===== src/mh64_pkg.sv =====
// shared types and constants for the murmur 64b hash unit
package mh64_pkg;

  localparam logic [31:0] MultReset = 32'h5bd1e995;
  localparam int unsigned MixShift  = 24;
  localparam int unsigned FinShiftA = 18;
  localparam int unsigned FinShiftB = 22;
  localparam int unsigned FinShiftC = 17;
  localparam int unsigned FinShiftD = 19;

  localparam logic RegSeed = 1'b0;
  localparam logic RegMult = 1'b1;

  // one datapath operation per cycle, each uses the shared multiplier at most once
  typedef enum logic [3:0] {
    OP_NONE = 4'd0,
    OP_LOAD = 4'd1,
    OP_K1   = 4'd2,
    OP_K2   = 4'd3,
    OP_LANE = 4'd4,
    OP_TAIL = 4'd5,
    OP_F1   = 4'd6,
    OP_F2   = 4'd7,
    OP_F3   = 4'd8,
    OP_F4   = 4'd9
  } op_e;

  typedef struct packed {
    op_e op;
  } cmd_t;

  typedef struct packed {
    logic in_full;   // incoming word has four or more bytes
    logic in_tail;   // incoming word has one to three bytes
    logic in_last;
    logic last_q;    // held item is the last of its message
    logic out_busy;  // result register still occupied this cycle
  } stat_t;

endpackage


===== src/murmur_hash_64b_unit.sv =====
// top level of the streaming murmur 64b hash unit
//
//  channel  direction  handshake               payload
//  in       input      in_valid_i/in_ready_o   data_word_i, byte_count_i, last_item_i,
//                                              message_length_i
//  out      output     out_valid_o/out_ready_i hash_value_o
//  cfg      input      cfg_we_i                cfg_idx_i, cfg_data_i
//
// one shared 32x32 multiplier orders the work: after a transaction is accepted, a full
// word goes through K1, K2 and LANE, a tail through TAIL, an empty word through none
// a last transaction adds the finalization steps F1 to F4 before the hash is registered
// the result register frees the input side; the next transaction is accepted
// while a hash waits, and finalization stalls only if the previous hash is still held
// reset clears the control state, seed to zero and multiplier to its standard value
module murmur_hash_64b_unit (
  input  logic        clk_i,
  input  logic        rst_ni,
  input  logic        cfg_we_i,
  input  logic        cfg_idx_i,
  input  logic [63:0] cfg_data_i,
  input  logic        in_valid_i,
  output logic        in_ready_o,
  input  logic [31:0] data_word_i,
  input  logic [2:0]  byte_count_i,
  input  logic        last_item_i,
  input  logic [31:0] message_length_i,
  output logic        out_valid_o,
  input  logic        out_ready_i,
  output logic [63:0] hash_value_o
);

  mh64_pkg::cmd_t  cmd;
  mh64_pkg::stat_t stat;

  mh64_ctrl u_ctrl (
    .clk_i      (clk_i),
    .rst_ni     (rst_ni),
    .in_valid_i (in_valid_i),
    .in_ready_o (in_ready_o),
    .stat_i     (stat),
    .cmd_o      (cmd)
  );

  mh64_dp u_dp (
    .clk_i            (clk_i),
    .rst_ni           (rst_ni),
    .cfg_we_i         (cfg_we_i),
    .cfg_idx_i        (cfg_idx_i),
    .cfg_data_i       (cfg_data_i),
    .data_word_i      (data_word_i),
    .byte_count_i     (byte_count_i),
    .last_item_i      (last_item_i),
    .message_length_i (message_length_i),
    .out_valid_o      (out_valid_o),
    .out_ready_i      (out_ready_i),
    .hash_value_o     (hash_value_o),
    .cmd_i            (cmd),
    .stat_o           (stat)
  );

endmodule


===== src/mh64_ctrl.sv =====
// sequencer for the murmur 64b hash unit
module mh64_ctrl (
  input  logic            clk_i,
  input  logic            rst_ni,
  input  logic            in_valid_i,
  output logic            in_ready_o,
  input  mh64_pkg::stat_t stat_i,
  output mh64_pkg::cmd_t  cmd_o
);

  typedef enum logic [8:0] {
    ST_IDLE = 9'b000000001,
    ST_K1   = 9'b000000010,
    ST_K2   = 9'b000000100,
    ST_LANE = 9'b000001000,
    ST_TAIL = 9'b000010000,
    ST_F1   = 9'b000100000,
    ST_F2   = 9'b001000000,
    ST_F3   = 9'b010000000,
    ST_F4   = 9'b100000000
  } state_e;

  state_e state_q, state_d;

  assign in_ready_o = (state_q == ST_IDLE);

  always_comb begin
    state_d    = state_q;
    cmd_o.op   = mh64_pkg::OP_NONE;
    case (state_q)
      ST_IDLE: begin
        if (in_valid_i) begin
          cmd_o.op = mh64_pkg::OP_LOAD;
          if (stat_i.in_full) begin
            state_d = ST_K1;
          end else if (stat_i.in_tail) begin
            state_d = ST_TAIL;
          end else if (stat_i.in_last) begin
            state_d = ST_F1;
          end
        end
      end
      ST_K1: begin
        cmd_o.op = mh64_pkg::OP_K1;
        state_d  = ST_K2;
      end
      ST_K2: begin
        cmd_o.op = mh64_pkg::OP_K2;
        state_d  = ST_LANE;
      end
      ST_LANE: begin
        cmd_o.op = mh64_pkg::OP_LANE;
        state_d  = stat_i.last_q ? ST_F1 : ST_IDLE;
      end
      ST_TAIL: begin
        cmd_o.op = mh64_pkg::OP_TAIL;
        state_d  = stat_i.last_q ? ST_F1 : ST_IDLE;
      end
      ST_F1: begin
        cmd_o.op = mh64_pkg::OP_F1;
        state_d  = ST_F2;
      end
      ST_F2: begin
        cmd_o.op = mh64_pkg::OP_F2;
        state_d  = ST_F3;
      end
      ST_F3: begin
        cmd_o.op = mh64_pkg::OP_F3;
        state_d  = ST_F4;
      end
      ST_F4: begin
        // wait here until the result register can take the hash
        if (!stat_i.out_busy) begin
          cmd_o.op = mh64_pkg::OP_F4;
          state_d  = ST_IDLE;
        end
      end
      default: begin
        state_d = ST_IDLE;
      end
    endcase
  end

  always_ff @(posedge clk_i or negedge rst_ni) begin
    if (!rst_ni) begin
      state_q <= ST_IDLE;
    end else begin
      state_q <= state_d;
    end
  end

endmodule


===== src/mh64_dp.sv =====
// lanes, config registers, shared multiplier and result register
module mh64_dp (
  input  logic            clk_i,
  input  logic            rst_ni,
  input  logic            cfg_we_i,
  input  logic            cfg_idx_i,
  input  logic [63:0]     cfg_data_i,
  input  logic [31:0]     data_word_i,
  input  logic [2:0]      byte_count_i,
  input  logic            last_item_i,
  input  logic [31:0]     message_length_i,
  output logic            out_valid_o,
  input  logic            out_ready_i,
  output logic [63:0]     hash_value_o,
  input  mh64_pkg::cmd_t  cmd_i,
  output mh64_pkg::stat_t stat_o
);

  logic [63:0] seed_q;
  logic [31:0] mult_q;
  logic [31:0] lane1_q, lane2_q, word_q, k_q;
  logic        last_q, next2_q, inside_q;
  logic [63:0] hash_q;
  logic        out_valid_q;

  logic [31:0] tail_mask;
  logic [31:0] mul_a;
  logic [31:0] prod;

  always_comb begin
    case (byte_count_i)
      3'd1:    tail_mask = 32'h0000_00ff;
      3'd2:    tail_mask = 32'h0000_ffff;
      3'd3:    tail_mask = 32'h00ff_ffff;
      default: tail_mask = 32'hffff_ffff;
    endcase
  end

  assign stat_o.in_full  = byte_count_i[2];
  assign stat_o.in_tail  = !byte_count_i[2] && (byte_count_i != 3'd0);
  assign stat_o.in_last  = last_item_i;
  assign stat_o.last_q   = last_q;
  assign stat_o.out_busy = out_valid_q && !out_ready_i;

  // operand select for the one shared multiplier
  always_comb begin
    case (cmd_i.op)
      mh64_pkg::OP_K1:   mul_a = word_q;
      mh64_pkg::OP_K2:   mul_a = k_q ^ (k_q >> mh64_pkg::MixShift);
      mh64_pkg::OP_LANE: mul_a = next2_q ? lane2_q : lane1_q;
      mh64_pkg::OP_TAIL: mul_a = lane2_q ^ word_q;
      mh64_pkg::OP_F1:   mul_a = lane1_q ^ (lane2_q >> mh64_pkg::FinShiftA);
      mh64_pkg::OP_F2:   mul_a = lane2_q ^ (lane1_q >> mh64_pkg::FinShiftB);
      mh64_pkg::OP_F3:   mul_a = lane1_q ^ (lane2_q >> mh64_pkg::FinShiftC);
      mh64_pkg::OP_F4:   mul_a = lane2_q ^ (lane1_q >> mh64_pkg::FinShiftD);
      default:           mul_a = 32'd0;
    endcase
  end

  // only the low 32 bits of the product are kept
  assign prod = mul_a * mult_q;

  always_ff @(posedge clk_i or negedge rst_ni) begin
    if (!rst_ni) begin
      seed_q      <= 64'd0;
      mult_q      <= mh64_pkg::MultReset;
      last_q      <= 1'b0;
      next2_q     <= 1'b0;
      inside_q    <= 1'b0;
      out_valid_q <= 1'b0;
    end else begin
      if (cfg_we_i) begin
        if (cfg_idx_i == mh64_pkg::RegSeed) begin
          seed_q <= cfg_data_i;
        end else begin
          mult_q <= cfg_data_i[31:0];
        end
      end
      if (out_ready_i) begin
        out_valid_q <= 1'b0;
      end
      case (cmd_i.op)
        mh64_pkg::OP_LOAD: begin
          last_q   <= last_item_i;
          inside_q <= 1'b1;
          if (!inside_q) begin
            next2_q <= 1'b0;
          end
        end
        mh64_pkg::OP_LANE: begin
          next2_q <= !next2_q;
        end
        mh64_pkg::OP_F4: begin
          out_valid_q <= 1'b1;
          inside_q    <= 1'b0;
        end
        default: begin
        end
      endcase
    end
  end

  always_ff @(posedge clk_i) begin
    case (cmd_i.op)
      mh64_pkg::OP_LOAD: begin
        word_q <= data_word_i & tail_mask;
        if (!inside_q) begin
          // first transaction of a message seeds both lanes
          lane1_q <= seed_q[31:0] ^ message_length_i;
          lane2_q <= seed_q[63:32];
        end
      end
      mh64_pkg::OP_K1,
      mh64_pkg::OP_K2: begin
        k_q <= prod;
      end
      mh64_pkg::OP_LANE: begin
        if (next2_q) begin
          lane2_q <= prod ^ k_q;
        end else begin
          lane1_q <= prod ^ k_q;
        end
      end
      mh64_pkg::OP_TAIL,
      mh64_pkg::OP_F2: begin
        lane2_q <= prod;
      end
      mh64_pkg::OP_F1,
      mh64_pkg::OP_F3: begin
        lane1_q <= prod;
      end
      mh64_pkg::OP_F4: begin
        hash_q <= {lane1_q, prod};
      end
      default: begin
      end
    endcase
  end

  assign out_valid_o  = out_valid_q;
  assign hash_value_o = hash_q;

endmodule

===== config.mk =====
export PLATFORM = sky130hd
export DESIGN_NAME = murmur_hash_64b_unit
export DESIGN_NICKNAME = d
export VERILOG_FILES = /design/src/mh64_pkg.sv /design/src/murmur_hash_64b_unit.sv /design/src/mh64_ctrl.sv /design/src/mh64_dp.sv
export SDC_FILE = /design/constraint.sdc
export NUM_CORES = 2
export LEC_CHECK = 0
export BUFFER_PORTS_ARGS = -buffer_cell sky130_fd_sc_hd__buf_2
export CAP_MARGIN = 20
export CORE_ASPECT_RATIO = 1.4
export CORE_UTILIZATION = 35
export DETAILED_ROUTE_END_ITERATION = 16
export GPL_ROUTABILITY_DRIVEN = 0
export PLACE_DENSITY = 0.64
export SLEW_MARGIN = 20
export SYNTH_ARGS = -nofsm -noshare
export SYNTH_HDL_FRONTEND = slang
export SYNTH_SLANG_ARGS = --single-unit
export TNS_END_PERCENT = 1

===== constraint.sdc =====
create_clock -name clk_i -period 12 [get_ports clk_i]
set_input_delay 1.2 -clock clk_i [delete_from_list [all_inputs] [get_ports clk_i]]
set_output_delay 1.2 -clock clk_i [all_outputs]
set_load 0.02 [all_outputs]

==> impl_metrics.toml <==
[worst_setup_path]
cp_data_required_time_ps = 12310
cp-start-kind = "register"
r2r_slack_ps = 940
cpMostUsedCell = "fa_1"
reg2reg_depth = 31
crit_path_end_kind = "register"
crit_path_top_delay_cell = "nand3_1"
crit_fanout = 17
r2r-end = "u_dp.lane1_q[27]$_DFFE_PP_"
path_delay_family = "adder cells"
critical_path_class = "reg -> reg"
r2r_start = "u_ctrl.state_q[8]$_DFFE_PN0P_"
arrival_ps = 11380
crit_buf_inv = 5
cpPeakStageDelay_ps = 700

[route]
drc = 0
avgRoutedWirePerCell_um = 24.3
drt-initial-drc-count = 2343
ant_nets = 0
routed_wl_mm = 103
drtPass1Iterations = 6
avgViaCountPerCell = 5.47
num_vias = 23200

[clock_network]
clock_latency_ps = 600
ctsResizeCount = 0
numCtsBuffers = 27
tritoncts = "done"
postCtsSetupBuffers = 0
cts-root-buf = "clkbuf_16"
htreeDepth = 1
path_clk_slew_ps = 70
cts_buffer_depth = 3
cts_sinks = 301
cts_hold_buf = 0

[die]
start_util = 0.353
fp.dieW_um = 251
dieArea_mm2 = 0.0877
io_pins = 204
fp.dieH_um = 350
core_area_mm2 = 0.0856
num_rows = 127

[final_layout]
syn_to_final_growth_pct = 10.9
layout-drive-gt1-share = 0.146
num-fill-cells = 8367
nets = 3790
ff_latch_area_mm2 = 0.00852
final_core_util = 0.392
multi_input_area_mm2 = 0.0194
layout_commonest_cell = "inv_1"
final_cell_mix = "484 x inv_1, 408 x fa_1, 300 x nand2_1"

[sta]
fin_crit_sh = 0.922
rsz0062_at_grt = "no"
min_period_ps = 11060
slew_headroom = 0.137
fin_ws_ps = 936
fin_skew_ps = 30.3
tightestPinTransition_ps = 1290
tns_ps = 0
finalSetupViolCount = 0
finalMaxSlewViolations = 0
timing.fmax_mhz = 90.4
whs_ps = 511
final-hold-violation-count = 0

[yosys]
yosysSeqAreaShare = 0.281
yosys.area.top_type = "fa_1"
synth_cells = 2981
synth-edff-count = 192
synth_top_cells_by_area = "fa_1 27%, edfxtp_1 19%, dfrtp_1 7.4%, inv_1 6.0%, ha_1 5.1%"
syn_area_mm2 = 0.0303
synth_seq_cells = 301
yosys_most_used_dff = "edfxtp_1"
yosysTopAreaCellShare = 0.270
yosysWarnings = 0
avgSynthCellArea_um2 = 10.2
yosysUniqueCellTypes = 82
syn_nets = 3650
async_flop_share = 0.362

[global_route]
grt-ovfl-total = 0
antenna_found_initial = 5
grt_usage = 0.238
grt_pass1_wl_mm = 154
grt_start_max_net_pins = 65
first_global_vias = 23900

[hold_path]
min_from = "u_dp.mult_q[17]$_DFFE_PN0P_"
hp-class = "reg -> reg"
holdPathStages = 1
min_delay_worst_endpoint = "u_dp.mult_q[17]$_DFFE_PN0P_"

[outcome]
outcome = "complete, no violations"

[place]
port_buffers = 203
place_ws_ps = 966
dp_hpwl_mm = 79.9

[run]
drv_cap = 0
## final cells by class
| class | instances | area share |
|---|---|---|
| repair buffers | 265 | 0.0446 |
| well taps | 1096 | 0.0408 |
| multi-input cells | 2039 | 0.578 |
| clock inverters | 17 | 0.00742 |
| clock buffers | 33 | 0.0208 |
| diodes | 2 | 0.000149 |
| inverters | 487 | 0.0546 |
| flip-flops and latches | 301 | 0.254 |
## cell families after synthesis
kind of cell	after synthesis	synth area share
xor+xnor	163	0.0513
flops	301	0.281
mux	101	0.0375
buf+inv	641	0.0810
fa+ha+maj	531	0.321
compound gates	412	0.0873
simple gates	832	0.141
## metal layers
layer / part of all wire / vias to the layer above / GRT usage
met3: 0.074 / 352 / 0.0375
met1: 0.35 / 11800 / 0.274
met4: 0.083 / 2 / 0.167
li1: - / 9879 / -
met5: 0.00013 / - / 0
met2: 0.49 / 1193 / 0.407
## Yosys cell counts, types with 9 or more instances
| library cell | number |
|---|---|
| nor3_1 | 13 |
| a21o_1 | 21 |
| clkbuf_1 | 124 |
| fa_1 | 408 |
| nand2b_1 | 29 |
| o211ai_1 | 11 |
| a22oi_1 | 50 |
| o21ai_0 | 140 |
| buf_2 | 17 |
| buf_1 | 10 |
| edfxtp_1 | 192 |
| a21oi_1 | 66 |
| a31oi_1 | 16 |
| and2_1 | 242 |
| o21a_1 | 9 |
| nand2_1 | 301 |
| inv_1 | 484 |
| nor2b_1 | 56 |
| nand3_1 | 23 |
| dfstp_2 | 19 |
| o22ai_1 | 16 |
| xnor2_1 | 112 |
| nor4_1 | 25 |
| ha_1 | 123 |
| xor2_1 | 41 |
| mux2_2 | 98 |
| dfrtp_1 | 90 |
| or3_1 | 11 |
| nor2_1 | 86 |
## worst max path at each step
stage	endpoint	slack (ps)	startpoint	depth (start not counted)
after global placement	u_dp.lane1_q[27]$_DFFE_PP_	1170	out_ready_i	35
after global routing	u_dp.lane1_q[27]$_DFFE_PP_	580	u_ctrl.state_q[8]$_DFFE_PN0P_	31
after floorplan	u_dp.lane2_q[31]$_DFFE_PP_	670	u_ctrl.state_q[4]$_DFFE_PN0P_	28
final	u_dp.lane1_q[27]$_DFFE_PP_	940	u_ctrl.state_q[8]$_DFFE_PN0P_	31
after detailed placement	u_dp.lane1_q[27]$_DFFE_PP_	970	out_ready_i	35
after CTS	u_dp.lane1_q[27]$_DFFE_PP_	1140	u_ctrl.state_q[5]$_DFFE_PN0P_	29
## worst register-to-register path, delay by kind of cell (launching register included)
| kind | cells | cell delay (ps) |
|---|---|---|
| AND/OR/NAND/NOR | 8 | 2690 |
| AO/OA/AOI/OAI | 8 | 1890 |
| XOR/XNOR | 1 | 660 |
| flip-flops | 1 | 610 |
| buffers and inverters | 5 | 580 |
| adder cells (fa/ha/maj) | 9 | 4350 |
## flip-flops by register name (all words and copies together) (netlist names)
name / count
u_dp.last_q: 1
u_dp.hash_value_o: 64
u_dp.k_q: 32
u_dp.inside_q: 1
u_dp.lane1_q: 32
u_dp.mult_q: 32
u_ctrl.state_q: 9
u_dp.out_valid_o: 1
u_dp.lane2_q: 32
u_dp.seed_q: 64
u_dp.next2_q: 1
u_dp.word_q: 32
## stage by stage
| step | cells | cell area, µm² |
|---|---|---|
| CTS | 4238 | 33600 |
| floorplan | 2981 | 30300 |
| global placement | 4188 | 32600 |
| global route | 4238 | 33600 |
| detailed placement | 4188 | 32600 |
| finish | 4240 | 33600 |
Power is left out: the tool's default activity adds up to more than one toggle a clock period on the data nets, which glitch-free logic cannot reach.
